--- src/sv/ugdw_pkg.sv ---
package ugdw_pkg;

  // Configuration register indexes
  localparam logic [2:0] REG_FIRST_CHAR     = 3'd0;
  localparam logic [2:0] REG_LAST_CHAR      = 3'd1;
  localparam logic [2:0] REG_EXT_PRESENT    = 3'd2;
  localparam logic [2:0] REG_EXT_FIRST_CHAR = 3'd3;
  localparam logic [2:0] REG_EXT_LAST_CHAR  = 3'd4;
  localparam logic [2:0] REG_GLYPH_WIDTH    = 3'd5;
  localparam logic [2:0] REG_SPACING        = 3'd6;
  localparam logic [2:0] REG_SCALE          = 3'd7;

  // Byte classes of UTF-8
  localparam logic [7:0] ASCII_LIMIT = 8'h80;
  localparam logic [7:0] LEAD_C2     = 8'hC2;
  localparam logic [7:0] LEAD_C3     = 8'hC3;
  localparam logic [7:0] CONT_MIN    = 8'h80;
  localparam logic [7:0] CONT_MAX    = 8'hBF;
  localparam logic [7:0] MASK_LEN2   = 8'hE0;
  localparam logic [7:0] LEAD_LEN2   = 8'hC0;
  localparam logic [7:0] MASK_LEN3   = 8'hF0;
  localparam logic [7:0] LEAD_LEN3   = 8'hE0;
  localparam logic [7:0] MASK_LEN4   = 8'hF8;
  localparam logic [7:0] LEAD_LEN4   = 8'hF0;

  localparam logic [14:0] WIDTH_MAX = 15'h7FFF;

  // Live configuration with the precomputed cell advances
  typedef struct packed {
    logic [7:0]  first_char;
    logic [7:0]  last_char;
    logic        ext_present;
    logic [7:0]  ext_first_char;
    logic [7:0]  ext_last_char;
    logic [16:0] step_full;  // (glyph_width + spacing) * scale
    logic [15:0] step_last;  // glyph_width * scale
  } cfg_t;

  // One decoded cell
  typedef struct packed {
    logic [7:0] glyph_index;
    logic       has_glyph;
    logic       is_extended;
    logic [2:0] bytes_used;
    logic       is_last;
  } cell_t;

  // Cells produced by one input byte; cell0 is the earlier one
  typedef struct packed {
    logic [1:0] count;
    cell_t      cell0;
    cell_t      cell1;
  } push_t;

endpackage

--- src/sv/ugdw_if.sv ---
interface ugdw_in_if;
  logic       valid;
  logic       ready;
  logic [7:0] text_byte;
  logic       end_of_text;
  modport source (output valid, output text_byte, output end_of_text, input ready);
  modport sink (input valid, input text_byte, input end_of_text, output ready);
endinterface

interface ugdw_out_if;
  logic        valid;
  logic        ready;
  logic [7:0]  glyph_index;
  logic        has_glyph;
  logic        is_extended;
  logic [2:0]  bytes_used;
  logic [14:0] text_width;
  logic        is_last;
  modport source (output valid, output glyph_index, output has_glyph, output is_extended,
                  output bytes_used, output text_width, output is_last, input ready);
  modport sink (input valid, input glyph_index, input has_glyph, input is_extended,
                input bytes_used, input text_width, input is_last, output ready);
endinterface

interface ugdw_cfg_if;
  logic       valid;
  logic       ready;
  logic [2:0] index;
  logic [7:0] data;
  modport source (output valid, output index, output data, input ready);
  modport sink (input valid, input index, input data, output ready);
endinterface

--- src/sv/ugdw_cfg.sv ---
module ugdw_cfg
  import ugdw_pkg::*;
(
  input  logic         clk,
  input  logic         rst_n,
  ugdw_cfg_if.sink     cfg_ch,
  output cfg_t         cfg
);

  logic [7:0]  first_char_r, last_char_r, ext_first_char_r, ext_last_char_r;
  logic        ext_present_r;
  logic [7:0]  glyph_width_r, spacing_r, scale_r;
  logic [16:0] step_full_r;
  logic [15:0] step_last_r;
  logic [8:0]  pitch;

  assign cfg_ch.ready = 1'b1;

  always_ff @(posedge clk) begin
    if (!rst_n) begin
      first_char_r     <= 8'd32;
      last_char_r      <= 8'd126;
      ext_present_r    <= 1'b0;
      ext_first_char_r <= 8'd160;
      ext_last_char_r  <= 8'd255;
      glyph_width_r    <= 8'd5;
      spacing_r        <= 8'd1;
      scale_r          <= 8'd1;
    end else if (cfg_ch.valid) begin
      unique case (cfg_ch.index)
        REG_FIRST_CHAR:     first_char_r     <= cfg_ch.data;
        REG_LAST_CHAR:      last_char_r      <= cfg_ch.data;
        REG_EXT_PRESENT:    ext_present_r    <= cfg_ch.data[0];
        REG_EXT_FIRST_CHAR: ext_first_char_r <= cfg_ch.data;
        REG_EXT_LAST_CHAR:  ext_last_char_r  <= cfg_ch.data;
        REG_GLYPH_WIDTH:    glyph_width_r    <= cfg_ch.data;
        REG_SPACING:        spacing_r        <= cfg_ch.data;
        REG_SCALE:          scale_r          <= cfg_ch.data;
        default: ;
      endcase
    end
  end

  assign pitch = {1'b0, glyph_width_r} + {1'b0, spacing_r};

  // Register the products so the width adder sees no multiplier in its path
  always_ff @(posedge clk) begin
    if (!rst_n) begin
      step_full_r <= 17'd6;
      step_last_r <= 16'd5;
    end else begin
      step_full_r <= 17'(pitch) * 17'(scale_r);
      step_last_r <= 16'(glyph_width_r) * 16'(scale_r);
    end
  end

  assign cfg.first_char     = first_char_r;
  assign cfg.last_char      = last_char_r;
  assign cfg.ext_present    = ext_present_r;
  assign cfg.ext_first_char = ext_first_char_r;
  assign cfg.ext_last_char  = ext_last_char_r;
  assign cfg.step_full      = step_full_r;
  assign cfg.step_last      = step_last_r;

endmodule

--- src/sv/ugdw_front.sv ---
module ugdw_front
  import ugdw_pkg::*;
(
  input  logic      clk,
  input  logic      rst_n,
  ugdw_in_if.sink   in_ch,
  input  cfg_t      cfg,
  input  logic      q_room,
  output push_t     push
);

  logic       lead_waiting_r, lead_waiting_nxt;
  logic       lead_lsb_r, lead_lsb_nxt;
  logic [1:0] skip_r, skip_nxt;
  logic [2:0] seq_r, seq_nxt;

  logic       accept;
  logic [7:0] b;
  logic       eot;
  logic       fr_emit;
  cell_t      fr_cell;
  logic       fr_hold;
  logic [1:0] fr_skip;
  logic [1:0] skip_dec;
  logic [2:0] seq_inc;

  function automatic cell_t blank_cell(input logic [2:0] used, input logic last);
    cell_t r;
    r = '0;
    r.bytes_used = used;
    r.is_last = last;
    return r;
  endfunction

  // Map a code through the glyph ranges; two-byte code points try extended first
  function automatic cell_t glyph_cell(input logic [7:0] code, input logic two_byte,
                                       input logic last, input cfg_t c);
    cell_t r;
    logic  in_b, in_e;
    in_b = (code >= c.first_char) && (code <= c.last_char);
    in_e = c.ext_present && (code >= c.ext_first_char) && (code <= c.ext_last_char);
    r = blank_cell(two_byte ? 3'd2 : 3'd1, last);
    if (in_e && (two_byte || !in_b)) begin
      r.glyph_index = code - c.ext_first_char;
      r.has_glyph = 1'b1;
      r.is_extended = 1'b1;
    end else if (in_b) begin
      r.glyph_index = code - c.first_char;
      r.has_glyph = 1'b1;
    end
    return r;
  endfunction

  assign in_ch.ready = q_room;
  assign accept = in_ch.valid && q_room;
  assign b = in_ch.text_byte;
  assign eot = in_ch.end_of_text;
  assign skip_dec = skip_r - 2'd1;
  assign seq_inc = seq_r + 3'd1;

  // Decode a byte with nothing pending
  always_comb begin
    fr_emit = 1'b1;
    fr_hold = 1'b0;
    fr_skip = 2'd0;
    fr_cell = blank_cell(3'd1, eot);
    if (b < ASCII_LIMIT) begin
      fr_cell = glyph_cell(b, 1'b0, eot, cfg);
    end else if ((b == LEAD_C2) || (b == LEAD_C3)) begin
      if (!eot) begin
        fr_emit = 1'b0;
        fr_hold = 1'b1;
      end
    end else if (!eot) begin
      priority if ((b & MASK_LEN2) == LEAD_LEN2) begin
        fr_emit = 1'b0;
        fr_skip = 2'd1;
      end else if ((b & MASK_LEN3) == LEAD_LEN3) begin
        fr_emit = 1'b0;
        fr_skip = 2'd2;
      end else if ((b & MASK_LEN4) == LEAD_LEN4) begin
        fr_emit = 1'b0;
        fr_skip = 2'd3;
      end else begin
        fr_emit = 1'b1;
      end
    end
  end

  always_comb begin
    lead_waiting_nxt = lead_waiting_r;
    lead_lsb_nxt = lead_lsb_r;
    skip_nxt = skip_r;
    seq_nxt = seq_r;
    push.count = 2'd0;
    push.cell0 = blank_cell(3'd1, 1'b0);
    push.cell1 = blank_cell(3'd1, 1'b0);
    if (accept) begin
      if (skip_r != 2'd0) begin
        // Consume the byte whatever its value
        if ((skip_dec == 2'd0) || eot) begin
          push.count = 2'd1;
          push.cell0 = blank_cell(seq_inc, eot);
          skip_nxt = 2'd0;
          seq_nxt = 3'd0;
        end else begin
          skip_nxt = skip_dec;
          seq_nxt = seq_inc;
        end
      end else if (lead_waiting_r) begin
        lead_waiting_nxt = 1'b0;
        lead_lsb_nxt = 1'b0;
        if ((b >= CONT_MIN) && (b <= CONT_MAX)) begin
          push.count = 2'd1;
          push.cell0 = glyph_cell({1'b1, lead_lsb_r, b[5:0]}, 1'b1, eot, cfg);
        end else begin
          // Blank the lead, then decode the offending byte afresh
          push.count = fr_emit ? 2'd2 : 2'd1;
          push.cell0 = blank_cell(3'd1, 1'b0);
          push.cell1 = fr_cell;
          lead_waiting_nxt = fr_hold;
          lead_lsb_nxt = b[0];
          if (fr_skip != 2'd0) begin
            skip_nxt = fr_skip;
            seq_nxt = 3'd1;
          end
        end
      end else begin
        push.count = fr_emit ? 2'd1 : 2'd0;
        push.cell0 = fr_cell;
        lead_waiting_nxt = fr_hold;
        lead_lsb_nxt = b[0];
        if (fr_skip != 2'd0) begin
          skip_nxt = fr_skip;
          seq_nxt = 3'd1;
        end
      end
    end
  end

  always_ff @(posedge clk) begin
    if (!rst_n) begin
      lead_waiting_r <= 1'b0;
      lead_lsb_r <= 1'b0;
      skip_r <= 2'd0;
      seq_r <= 3'd0;
    end else begin
      lead_waiting_r <= lead_waiting_nxt;
      lead_lsb_r <= lead_lsb_nxt;
      skip_r <= skip_nxt;
      seq_r <= seq_nxt;
    end
  end

endmodule

--- src/sv/ugdw_queue.sv ---
module ugdw_queue
  import ugdw_pkg::*;
#(
  parameter int DEPTH = 4
) (
  input  logic  clk,
  input  logic  rst_n,
  input  push_t push,
  output logic  room,
  output logic  pop_valid,
  input  logic  pop_ready,
  output cell_t pop_cell
);

  localparam int PtrW = $clog2(DEPTH);
  localparam int CntW = $clog2(DEPTH + 1);

  cell_t           mem [DEPTH];
  logic [PtrW-1:0] wr_ptr_r, rd_ptr_r, wr_ptr_p1, wr_ptr_p2, rd_ptr_p1;
  logic [CntW-1:0] cnt_r;
  logic            pop;

  function automatic logic [PtrW-1:0] ptr_inc(input logic [PtrW-1:0] p);
    return (p == PtrW'(DEPTH - 1)) ? '0 : p + PtrW'(1);
  endfunction

  assign wr_ptr_p1 = ptr_inc(wr_ptr_r);
  assign wr_ptr_p2 = ptr_inc(wr_ptr_p1);
  assign rd_ptr_p1 = ptr_inc(rd_ptr_r);

  // Keep room for the two cells one byte can produce
  assign room = cnt_r <= CntW'(DEPTH - 2);
  assign pop_valid = cnt_r != '0;
  assign pop = pop_valid && pop_ready;
  assign pop_cell = mem[rd_ptr_r];

  always_ff @(posedge clk) begin
    if (push.count != 2'd0) begin
      mem[wr_ptr_r] <= push.cell0;
    end
    if (push.count == 2'd2) begin
      mem[wr_ptr_p1] <= push.cell1;
    end
  end

  always_ff @(posedge clk) begin
    if (!rst_n) begin
      wr_ptr_r <= '0;
      rd_ptr_r <= '0;
      cnt_r <= '0;
    end else begin
      unique case (push.count)
        2'd1:    wr_ptr_r <= wr_ptr_p1;
        2'd2:    wr_ptr_r <= wr_ptr_p2;
        default: wr_ptr_r <= wr_ptr_r;
      endcase
      if (pop) begin
        rd_ptr_r <= rd_ptr_p1;
      end
      cnt_r <= cnt_r + CntW'(push.count) - CntW'(pop);
    end
  end

endmodule

--- src/sv/ugdw_back.sv ---
module ugdw_back
  import ugdw_pkg::*;
(
  input  logic       clk,
  input  logic       rst_n,
  input  cfg_t       cfg,
  input  logic       pop_valid,
  output logic       pop_ready,
  input  cell_t      pop_cell,
  ugdw_out_if.source out_ch
);

  logic        out_valid_r;
  cell_t       cell_r;
  logic [14:0] text_width_r;
  logic [14:0] width_sum_r, width_sum_nxt;
  logic [16:0] step;
  logic [17:0] sum;
  logic [14:0] sat;
  logic        take;

  assign pop_ready = !out_valid_r || out_ch.ready;
  assign take = pop_valid && pop_ready;

  // Last cell drops the trailing spacing
  assign step = pop_cell.is_last ? {1'b0, cfg.step_last} : cfg.step_full;
  assign sum = {3'b0, width_sum_r} + {1'b0, step};
  assign sat = (sum > {3'b0, WIDTH_MAX}) ? WIDTH_MAX : sum[14:0];
  assign width_sum_nxt = pop_cell.is_last ? 15'd0 : sat;

  always_ff @(posedge clk) begin
    if (!rst_n) begin
      out_valid_r <= 1'b0;
      width_sum_r <= 15'd0;
    end else begin
      if (take) begin
        out_valid_r <= 1'b1;
        width_sum_r <= width_sum_nxt;
      end else if (out_ch.ready) begin
        out_valid_r <= 1'b0;
      end
    end
  end

  always_ff @(posedge clk) begin
    if (take) begin
      cell_r <= pop_cell;
      text_width_r <= sat;
    end
  end

  assign out_ch.valid       = out_valid_r;
  assign out_ch.glyph_index = cell_r.glyph_index;
  assign out_ch.has_glyph   = cell_r.has_glyph;
  assign out_ch.is_extended = cell_r.is_extended;
  assign out_ch.bytes_used  = cell_r.bytes_used;
  assign out_ch.text_width  = text_width_r;
  assign out_ch.is_last     = cell_r.is_last;

endmodule

--- src/sv/utf8_glyph_decoder_width.sv ---
// UTF-8 glyph decoder with running text width.
// in_ch carries one text byte per transaction plus end_of_text on the last
// byte. out_ch carries one transaction per decoded cell: glyph index, glyph
// and extended flags, bytes used, running width and the last-cell flag; the
// last cell of a text carries the final width without the trailing spacing.
// cfg_ch writes the eight font registers by index; write it only while no
// text is in flight.
// A cell enters the cell queue when the byte that completes it is accepted,
// then moves to the output register. Throughput: one byte per cycle while the
// queue has room; a byte that closes a bad two-byte sequence gives two cells,
// which the queue absorbs while the output drains one cell per ready cycle.
// When the receiver stalls, the output register holds its cell, the queue
// fills, and in_ch.ready drops once fewer than two queue slots are free.
// Reset (synchronous, active low): restore register defaults, drop any
// pending sequence, empty the queue and clear the running width.
module utf8_glyph_decoder_width
  import ugdw_pkg::*;
#(
  parameter int QUEUE_DEPTH = 4
) (
  input  logic       clk,
  input  logic       rst_n,
  ugdw_in_if.sink    in_ch,
  ugdw_out_if.source out_ch,
  ugdw_cfg_if.sink   cfg_ch
);

  cfg_t  cfg;
  push_t push;
  logic  q_room;
  logic  pop_valid;
  logic  pop_ready;
  cell_t pop_cell;

  // Register file and precomputed cell advances
  ugdw_cfg u_cfg (
    .clk    (clk),
    .rst_n  (rst_n),
    .cfg_ch (cfg_ch),
    .cfg    (cfg)
  );

  // Front: split the byte stream into cells and map glyphs
  ugdw_front u_front (
    .clk    (clk),
    .rst_n  (rst_n),
    .in_ch  (in_ch),
    .cfg    (cfg),
    .q_room (q_room),
    .push   (push)
  );

  // Decouple front and back so each side stalls on its own
  ugdw_queue #(
    .DEPTH (QUEUE_DEPTH)
  ) u_queue (
    .clk       (clk),
    .rst_n     (rst_n),
    .push      (push),
    .room      (q_room),
    .pop_valid (pop_valid),
    .pop_ready (pop_ready),
    .pop_cell  (pop_cell)
  );

  // Back: accumulate width and register the result
  ugdw_back u_back (
    .clk       (clk),
    .rst_n     (rst_n),
    .cfg       (cfg),
    .pop_valid (pop_valid),
    .pop_ready (pop_ready),
    .pop_cell  (pop_cell),
    .out_ch    (out_ch)
  );

endmodule

--- src/flat_wrapper.sv ---
// flat-port wrapper written by rule: the top's interface ports become plain ports
module utf8_glyph_decoder_width_flat import ugdw_pkg::*;
#(
  parameter int QUEUE_DEPTH = 4
)
  (clk, rst_n, in_ch_valid, in_ch_text_byte, in_ch_end_of_text, in_ch_ready, out_ch_valid, out_ch_glyph_index, out_ch_has_glyph, out_ch_is_extended, out_ch_bytes_used, out_ch_text_width, out_ch_is_last, out_ch_ready, cfg_ch_valid, cfg_ch_index, cfg_ch_data, cfg_ch_ready);
  ugdw_in_if in_ch_i ();
  ugdw_out_if out_ch_i ();
  ugdw_cfg_if cfg_ch_i ();
  input  logic clk;
  input  logic rst_n;
  input wire logic [$bits(in_ch_i.valid)-1:0] in_ch_valid;
  input wire logic [$bits(in_ch_i.text_byte)-1:0] in_ch_text_byte;
  input wire logic [$bits(in_ch_i.end_of_text)-1:0] in_ch_end_of_text;
  output wire logic [$bits(in_ch_i.ready)-1:0] in_ch_ready;
  output wire logic [$bits(out_ch_i.valid)-1:0] out_ch_valid;
  output wire logic [$bits(out_ch_i.glyph_index)-1:0] out_ch_glyph_index;
  output wire logic [$bits(out_ch_i.has_glyph)-1:0] out_ch_has_glyph;
  output wire logic [$bits(out_ch_i.is_extended)-1:0] out_ch_is_extended;
  output wire logic [$bits(out_ch_i.bytes_used)-1:0] out_ch_bytes_used;
  output wire logic [$bits(out_ch_i.text_width)-1:0] out_ch_text_width;
  output wire logic [$bits(out_ch_i.is_last)-1:0] out_ch_is_last;
  input wire logic [$bits(out_ch_i.ready)-1:0] out_ch_ready;
  input wire logic [$bits(cfg_ch_i.valid)-1:0] cfg_ch_valid;
  input wire logic [$bits(cfg_ch_i.index)-1:0] cfg_ch_index;
  input wire logic [$bits(cfg_ch_i.data)-1:0] cfg_ch_data;
  output wire logic [$bits(cfg_ch_i.ready)-1:0] cfg_ch_ready;
  assign in_ch_i.valid = in_ch_valid;
  assign in_ch_i.text_byte = in_ch_text_byte;
  assign in_ch_i.end_of_text = in_ch_end_of_text;
  assign in_ch_ready = in_ch_i.ready;
  assign out_ch_valid = out_ch_i.valid;
  assign out_ch_glyph_index = out_ch_i.glyph_index;
  assign out_ch_has_glyph = out_ch_i.has_glyph;
  assign out_ch_is_extended = out_ch_i.is_extended;
  assign out_ch_bytes_used = out_ch_i.bytes_used;
  assign out_ch_text_width = out_ch_i.text_width;
  assign out_ch_is_last = out_ch_i.is_last;
  assign out_ch_i.ready = out_ch_ready;
  assign cfg_ch_i.valid = cfg_ch_valid;
  assign cfg_ch_i.index = cfg_ch_index;
  assign cfg_ch_i.data = cfg_ch_data;
  assign cfg_ch_ready = cfg_ch_i.ready;
  utf8_glyph_decoder_width #(.QUEUE_DEPTH(QUEUE_DEPTH)) u_core (.clk(clk), .rst_n(rst_n), .in_ch(in_ch_i), .out_ch(out_ch_i), .cfg_ch(cfg_ch_i));
endmodule
--- config.mk ---
export PLATFORM = sky130hd
export DESIGN_NAME = utf8_glyph_decoder_width_flat
export DESIGN_NICKNAME = d
export VERILOG_FILES = /design/src/sv/ugdw_pkg.sv /design/src/sv/ugdw_if.sv /design/src/sv/ugdw_cfg.sv /design/src/sv/ugdw_front.sv /design/src/sv/ugdw_queue.sv /design/src/sv/ugdw_back.sv /design/src/sv/utf8_glyph_decoder_width.sv /design/src/flat_wrapper.sv
export SDC_FILE = /design/constraint.sdc
export NUM_CORES = 1
export LEC_CHECK = 0
export ABC_AREA = 1
export ABC_CLOCK_PERIOD_IN_PS = 7100
export BUFFER_PORTS_ARGS = -buffer_cell sky130_fd_sc_hd__buf_2
export CAP_MARGIN = 20
export CORE_UTILIZATION = 40
export DETAILED_ROUTE_END_ITERATION = 10
export GPL_ROUTABILITY_DRIVEN = 0
export PLACE_DENSITY = 0.64
export SLEW_MARGIN = 30
export SYNTH_ARGS = -nofsm -noshare
export SYNTH_HDL_FRONTEND = slang
export SYNTH_SLANG_ARGS = --single-unit
--- constraint.sdc ---
create_clock -name clk -period 7.1 [get_ports clk]
set_input_delay 0.355 -clock clk [delete_from_list [all_inputs] [get_ports clk]]
set_output_delay 0.355 -clock clk [all_outputs]
set_load 0.01 [all_outputs]
Word-level counts from Yosys, hierarchy flattened

Memories as Yosys holds them, arrays and structs flattened. A register that Yosys moved wholly into a read port is not among the register bits.
Index checks and enable logic that the tools add are counted.

Register bits after elaboration: 149
RAM bits: 56
Memories kept: 1

Add/subtract/negate cells: 13
Multipliers: 2
Magnitude comparators: 13
Equality and inequality tests: 18
Multiplexer cells: 62
Bitwise logic cells: 1
Reductions and logical operators: 33

Memory list:

| memory             | depth | bits a word | rd ports | clocked after memory_dff | write ports | RTL line         | RTL |
|---|---|---|---|---|---|---|---|
| u_core.u_queue.mem | 4     | 14          | 1        | 1                        | 2           | ugdw_queue.sv:18 | `cell_t mem [DEPTH];` |

Operators by type and width:

| cell                                                            | number |
|---|---|
| two-way mux 14 bit                                              | 4 |
| two-way mux 16 bit                                              | 3 |
| two-way mux 15 bit                                              | 3 |
| two-way mux 9 bit                                               | 4 |
| two-way mux 2 bit                                               | 17 |
| >= comparator 8 bit                                             | 4 |
| <= comparator 8 bit                                             | 4 |
| subtractor 8 bit                                                | 4 |
| two-way mux 30 bit                                              | 1 |
| two-way mux 1 bit                                               | 23 |
| AND reduction 2 bit                                             | 10 |
| adder 15 x 17 -> 18 bit                                         | 1 |
| greater-than comparator 18 x 15 -> 1 bit, second input constant | 1 |
| multiplier 9 x 8 -> 17 bit                                      | 1 |
| two-way mux 17 bit                                              | 1 |
| == test 8 bit, second input constant                            | 2 |
| multiplier 8 x 8 -> 16 bit                                      | 1 |
| == test 3 bit, second input constant                            | 5 |
| two-way mux 3 bit                                               | 5 |
| logical AND 1 bit                                               | 10 |
| nonzero test 2 bit                                              | 5 |
| adder 8 x 8 -> 9 bit                                            | 1 |
| == test 2 bit, second input constant                            | 4 |
| >= comparator 8 bit, second input constant                      | 1 |
| 21 further kinds                                                | 27 |

Logic depth before layout (Yosys ltp)

Depth in word-level cells: 15
Mapped depth: 29
Depth with buffers taken out: 29

Modules after synthesis

A second synthesis with hierarchy kept.

Cells, all modules: 2311
Area, all modules: 16878.7 um2

Modules (own cells, without submodules):

| module     | times used | cells an instance | area each (um2) | sequential area each (um2) |
|---|---|---|---|---|
| ugdw_cfg   | 1          | 1119              | 7982.7          | 1801.7 |
| ugdw_queue | 1          | 355               | 3402.0          | 1861.8 |
| ugdw_back  | 1          | 356               | 2760.1          | 1191.1 |
| ugdw_front | 1          | 481               | 2733.9          | 140.1 |

Worst setup path before layout

OpenSTA, ideal clock, no wires.

Path type: reg2reg
Start: register u_core.u_cfg.glyph_width_r[1]
End: register u_core.u_cfg.step_full_r[15]
Arrival: 5226 ps
Data required time: 6980 ps
Slack: 1754 ps
Stages on the path, launching flop included: 27
Path buffers: 1
Period minus slack after synthesis: 5346 ps
Cell sequence: dfxtp_1 clkbuf_1 inv_1 fa_1 o211a_1 inv_1 nand2_1 nand2_1 a21oi_1 xor2_1 nor2_1 fa_1 fa_1 fa_1 inv_1 fa_1 inv_1 ha_1 inv_1 nor3_1 nand3_1 nand3_1 nand2_1 nand2_1 a21oi_1 o21ai_0 a21oi_1

Longest elaborated chain between the ends: 2

RTL lines:

| what                       | RTL line       | RTL |
|---|---|---|
| start: declaration         | ugdw_cfg.sv:12 | `logic [7:0] glyph_width_r, spacing_r, scale_r;` |
| start signal: assignment   | ugdw_cfg.sv:36 | `REG_GLYPH_WIDTH: glyph_width_r <= cfg_ch.data;` |
| adder 8 x 8 -> 9 bit       | ugdw_cfg.sv:44 | `assign pitch = {1'b0, glyph_width_r} + {1'b0, spacing_r};` |
| multiplier 9 x 8 -> 17 bit | ugdw_cfg.sv:52 | `step_full_r <= 17'(pitch) * 17'(scale_r);` |
| end signal: assignment     | ugdw_cfg.sv:52 |  |
| end: declaration           | ugdw_cfg.sv:13 | `logic [16:0] step_full_r;` |

No other way between the ends.
A chain may end at the register's enable or synchronous reset.

Final worst setup path

Start: register u_core.u_cfg.glyph_width_r[0]
End: register u_core.u_cfg.step_full_r[15]

The elaborated chain is that of the path after synthesis.

==> summary.md <==
| Metric | Value |
|---|---|
| Initial antenna violation count | 1 |
| Hold WS | 0.135 ns |
| Die Y | 202 µm |
| Die area | 40700 µm² |
| # DRC | 0 |
| Synthesized area | 16000 µm² |
| Layout cell share with drive strength beyond 1 | 7.02% |
| Overall power | 4250 µW |
| Worst Setup EP | u_core.u_cfg.step_full_r[15] |
| Leakage | 0.00887 µW |
| Overflow after GRT | 0 |
| Detailed Route WL | 40.4 mm |
| CTS HTree Levels | 1 |
| Worst slew margin | 35.6% |
| R2r endpoint | u_core.u_cfg.step_full_r[15] |
| Post-synth EDFFs | 73 |
| CP startpoint | u_core.u_cfg.glyph_width_r[0] |
| Remaining antenna violation count | 0 |
| Final Hold Viols | 0 |
| Clock sink total | 207 |
| CTS Hold Bufs | 0 |
| Vias in the first global route | 13400 |
| Post-synthesis mux area share | 0% |
| Area delta synth->final | 9.25% |
| Register area share after synthesis | 30.5% |
| Via density per instance | 5.12 |
| Final worst-path cycle share | 83.6% |
| Flops & latches, synth | 207 |
| Hold Crit Class | primary input to register |
| Post-Syn Instances | 2137 |
| Latest clock arrival within the worst-skew pair | 0.55 ns |
| Die X | 202 µm |
| Commonest cells after routing, fill and taps aside | nand2_1 (530), inv_1 (344), nor2_1 (184) |
| Fin worst setup slack | 1.17 ns |
| Total track usage | 20.2% |
| Data arrival, critical path | 6.35 ns |
| RR Startpoint | u_core.u_cfg.glyph_width_r[0] |
| Detailed Routing Iterations Pass 1 | 7 |
| Via count | 13800 |
| Initial DRC Count | 964 |
| Compound-Gate Fraction of Synth Area | 10.9% |
| Final net count | 2417 |
| HPWL Detailed | 30.3 mm |
| TritonCTS clock tree | yes |
| Crit-path max FO | 9 |
| Slew Viols, Final | 0 |
| First-pass GRT wire length | 67.4 mm |
| Max-Cap Viols | 0 |
| Commonest non-fill, non-tap cell in the layout | nand2_1 |
| Ys async rst share | 0% |
| Fin crit period | 5.93 ns |
| Post-synth top flop | dfxtp_1 |
| Max Buffers Root-to-Sink | 3 |
| Setup CP Type | register to register |
| CTS clk-pin slew, worst paths | 0.06 ns |
| RSZ-0062 raised after global routing | no |
| Worst-Margin Slew | 0.954 ns |
| Largest vdd supply drop | 0.164 mV |
| Initial core utilization | 40.9% |
| Power per Cell Area | 243 nW/µm² |
| CTS Buf Count | 24 |
| Syn Area/Cell | 7.47 µm² |
| Main combinational cell family by area after synthesis | simple AND/OR/NAND/NOR gates |
| Worst Path Required | 7.52 ns |
| R2R setup slack | 1.17 ns |
| Xor/xnor cell area share of the yosys netlist | 1.59% |
| Fmax | 169 MHz |
| DP Worst Slack | 1.21 ns |
| Largest net degree at the start of global routing | 47 |
| Setup-failing EPs final | 0 |
| Setup bufs post-CTS | 0 |
| Post-synthesis simple-gate area fraction | 25.0% |
| Worst-case reg-to-reg path depth | 26 |
| Outcome | completed |
| TNS Setup | 0 ns |
| Synth Warn # | 0 |
| FP Rows | 72 |
| Core area | 39000 µm² |
| IO Port Bufs | 55 |
| Antenna fix cells | 0 |
| I/O pins | 57 |
| Synth cell types | 46 |
| Syn_nets | 2393 |
| Adder and majority gate portion of the synthesized area | 22.0% |
| Crit end category | register |
| Crit start category | register |
| Skew final | 0.0216 ns |
| Wire per inst | 15.0 µm |
| Post-cts resize count | 0 |
| Root buffer cell | clkbuf_16 |
| # fillers | 3843 |
flip-flops by register name, indices dropped and copies added, names as in the netlist, 3 cells and up, named ones only:
signal                            flops
u_core.u_back.out_ch.bytes_used       3
u_core.u_queue.mem                   56
u_core.u_cfg.glyph_width_r            8
u_core.u_cfg.ext_first_char_r         8
u_core.u_cfg.scale_r                  8
u_core.u_back.width_sum_r            15
u_core.u_cfg.last_char_r              8
u_core.u_cfg.ext_last_char_r          8
u_core.u_cfg.step_last_r             16
u_core.u_cfg.first_char_r             8
u_core.u_back.out_ch.glyph_index      8
u_core.u_back.out_ch.text_width      15
u_core.u_front.seq_r                  3
u_core.u_cfg.step_full_r             17
u_core.u_cfg.spacing_r                8
u_core.u_queue.cnt_r                  3
how the worst min path moves through the flow:
stage | startpoint | to | slack [ns] | depth (start not counted)
after global placement | u_core.u_cfg.ext_first_char_r[4] | u_core.u_cfg.ext_first_char_r[4] | 0.45 | 2
after floorplan | u_core.u_cfg.scale_r[0] | u_core.u_cfg.step_full_r[0] | 0.42 | 2
after CTS | cfg_ch_index[2] | u_core.u_cfg.ext_present_r | 0.11 | 4
final | cfg_ch_index[2] | u_core.u_cfg.ext_present_r | 0.13 | 4
after detailed placement | u_core.u_cfg.ext_first_char_r[4] | u_core.u_cfg.ext_first_char_r[4] | 0.45 | 2
after global routing | in_ch_text_byte[0] | u_core.u_front.lead_lsb_r | 0.13 | 3
where the power goes:
group | switching (µW) | leakage, µW | internal (µW) | total (µW)
Clock | 531 | 0.000378 | 680 | 1210
Combinational | 963 | 0.00668 | 461 | 1420
Sequential | 98.1 | 0.00181 | 1510 | 1610
cells in the mapped netlist, types with 5 or more instances:
| library cell | number | share of area [%] |
|---|---|---|
| edfxtp_1 | 73 | 14 |
| dfxtp_1 | 134 | 17 |
| nand2_2 | 8 | 0.31 |
| nand3_2 | 12 | 0.75 |
| inv_2 | 8 | 0.19 |
| nor2_1 | 184 | 4.3 |
| o22ai_1 | 24 | 0.94 |
| nand3b_1 | 5 | 0.24 |
| nand3_1 | 121 | 3.8 |
| nand4_1 | 44 | 1.7 |
| ha_1 | 148 | 12 |
| o21ai_0 | 118 | 3.7 |
| nand2_1 | 530 | 12 |
| xnor2_1 | 12 | 0.66 |
| fa_1 | 83 | 10 |
| o21a_1 | 5 | 0.24 |
| clkbuf_1 | 47 | 1.1 |
| or2_2 | 10 | 0.39 |
| nor2_2 | 8 | 0.31 |
| o211ai_1 | 19 | 0.89 |
| buf_1 | 6 | 0.14 |
| xor2_1 | 17 | 0.93 |
| inv_1 | 344 | 8.1 |
| nor3_1 | 12 | 0.38 |
| a21oi_1 | 124 | 3.9 |
cells by family after synthesis:
kind of cell,count (synthesis)
buffers and inverters,416
adders and majority gates,231
other,1
xor gates and xnor gates,29
and+or+nand+nor,939
DFF,207
AOI/OAI and AO/OA,314
metal layers:
layer	track usage [%]	wire [µm]	vias to the layer above
met4	5.74	805	2
met3	2.48	2140	56
met5	0	10	-
met2	34.0	18600	399
met1	27.0	18900	6416
li1	-	-	6928
area by class of cell:
type                    count  area [µm²]  area share [%]
inverters                 354        1330            7.62
repair buffers             60         313            1.79
well taps                 518         648            3.72
multi-input cells        1514        9510            54.5
clock buffers              27         622            3.57
flip-flops and latches    207        4870            27.9
clock inverters            16         150           0.861
critical path, stage by stage (launching register included):
cell	delay [ns]
dfxtp_1	0.47
ha_1	0.22
inv_1	0.06
fa_1	0.46
o211a_1	0.24
inv_1	0.08
nand2_1	0.07
nand2_1	0.06
a21oi_1	0.07
xor2_1	0.46
nor2_1	0.15
fa_1	0.58
fa_1	0.45
fa_1	0.55
inv_1	0.05
fa_1	0.52
inv_1	0.04
ha_1	0.33
inv_1	0.09
nor3_1	0.24
nand3_1	0.11
nand3_1	0.15
nand2_1	0.07
nand2_1	0.06
a21oi_1	0.07
o21ai_0	0.14
a21oi_1	0.05
metrics by stage:
step                      area [µm²]  instances  util (%)
after detailed placement       16700       2653      42.7
after floorplan                16000       2137         -
after global routing           17400       2696      44.7
after CTS                      17400       2696      44.7
final                          17400       2696      44.7
after global placement         16700       2653      42.7
Power figures use the tool's default switching activity.
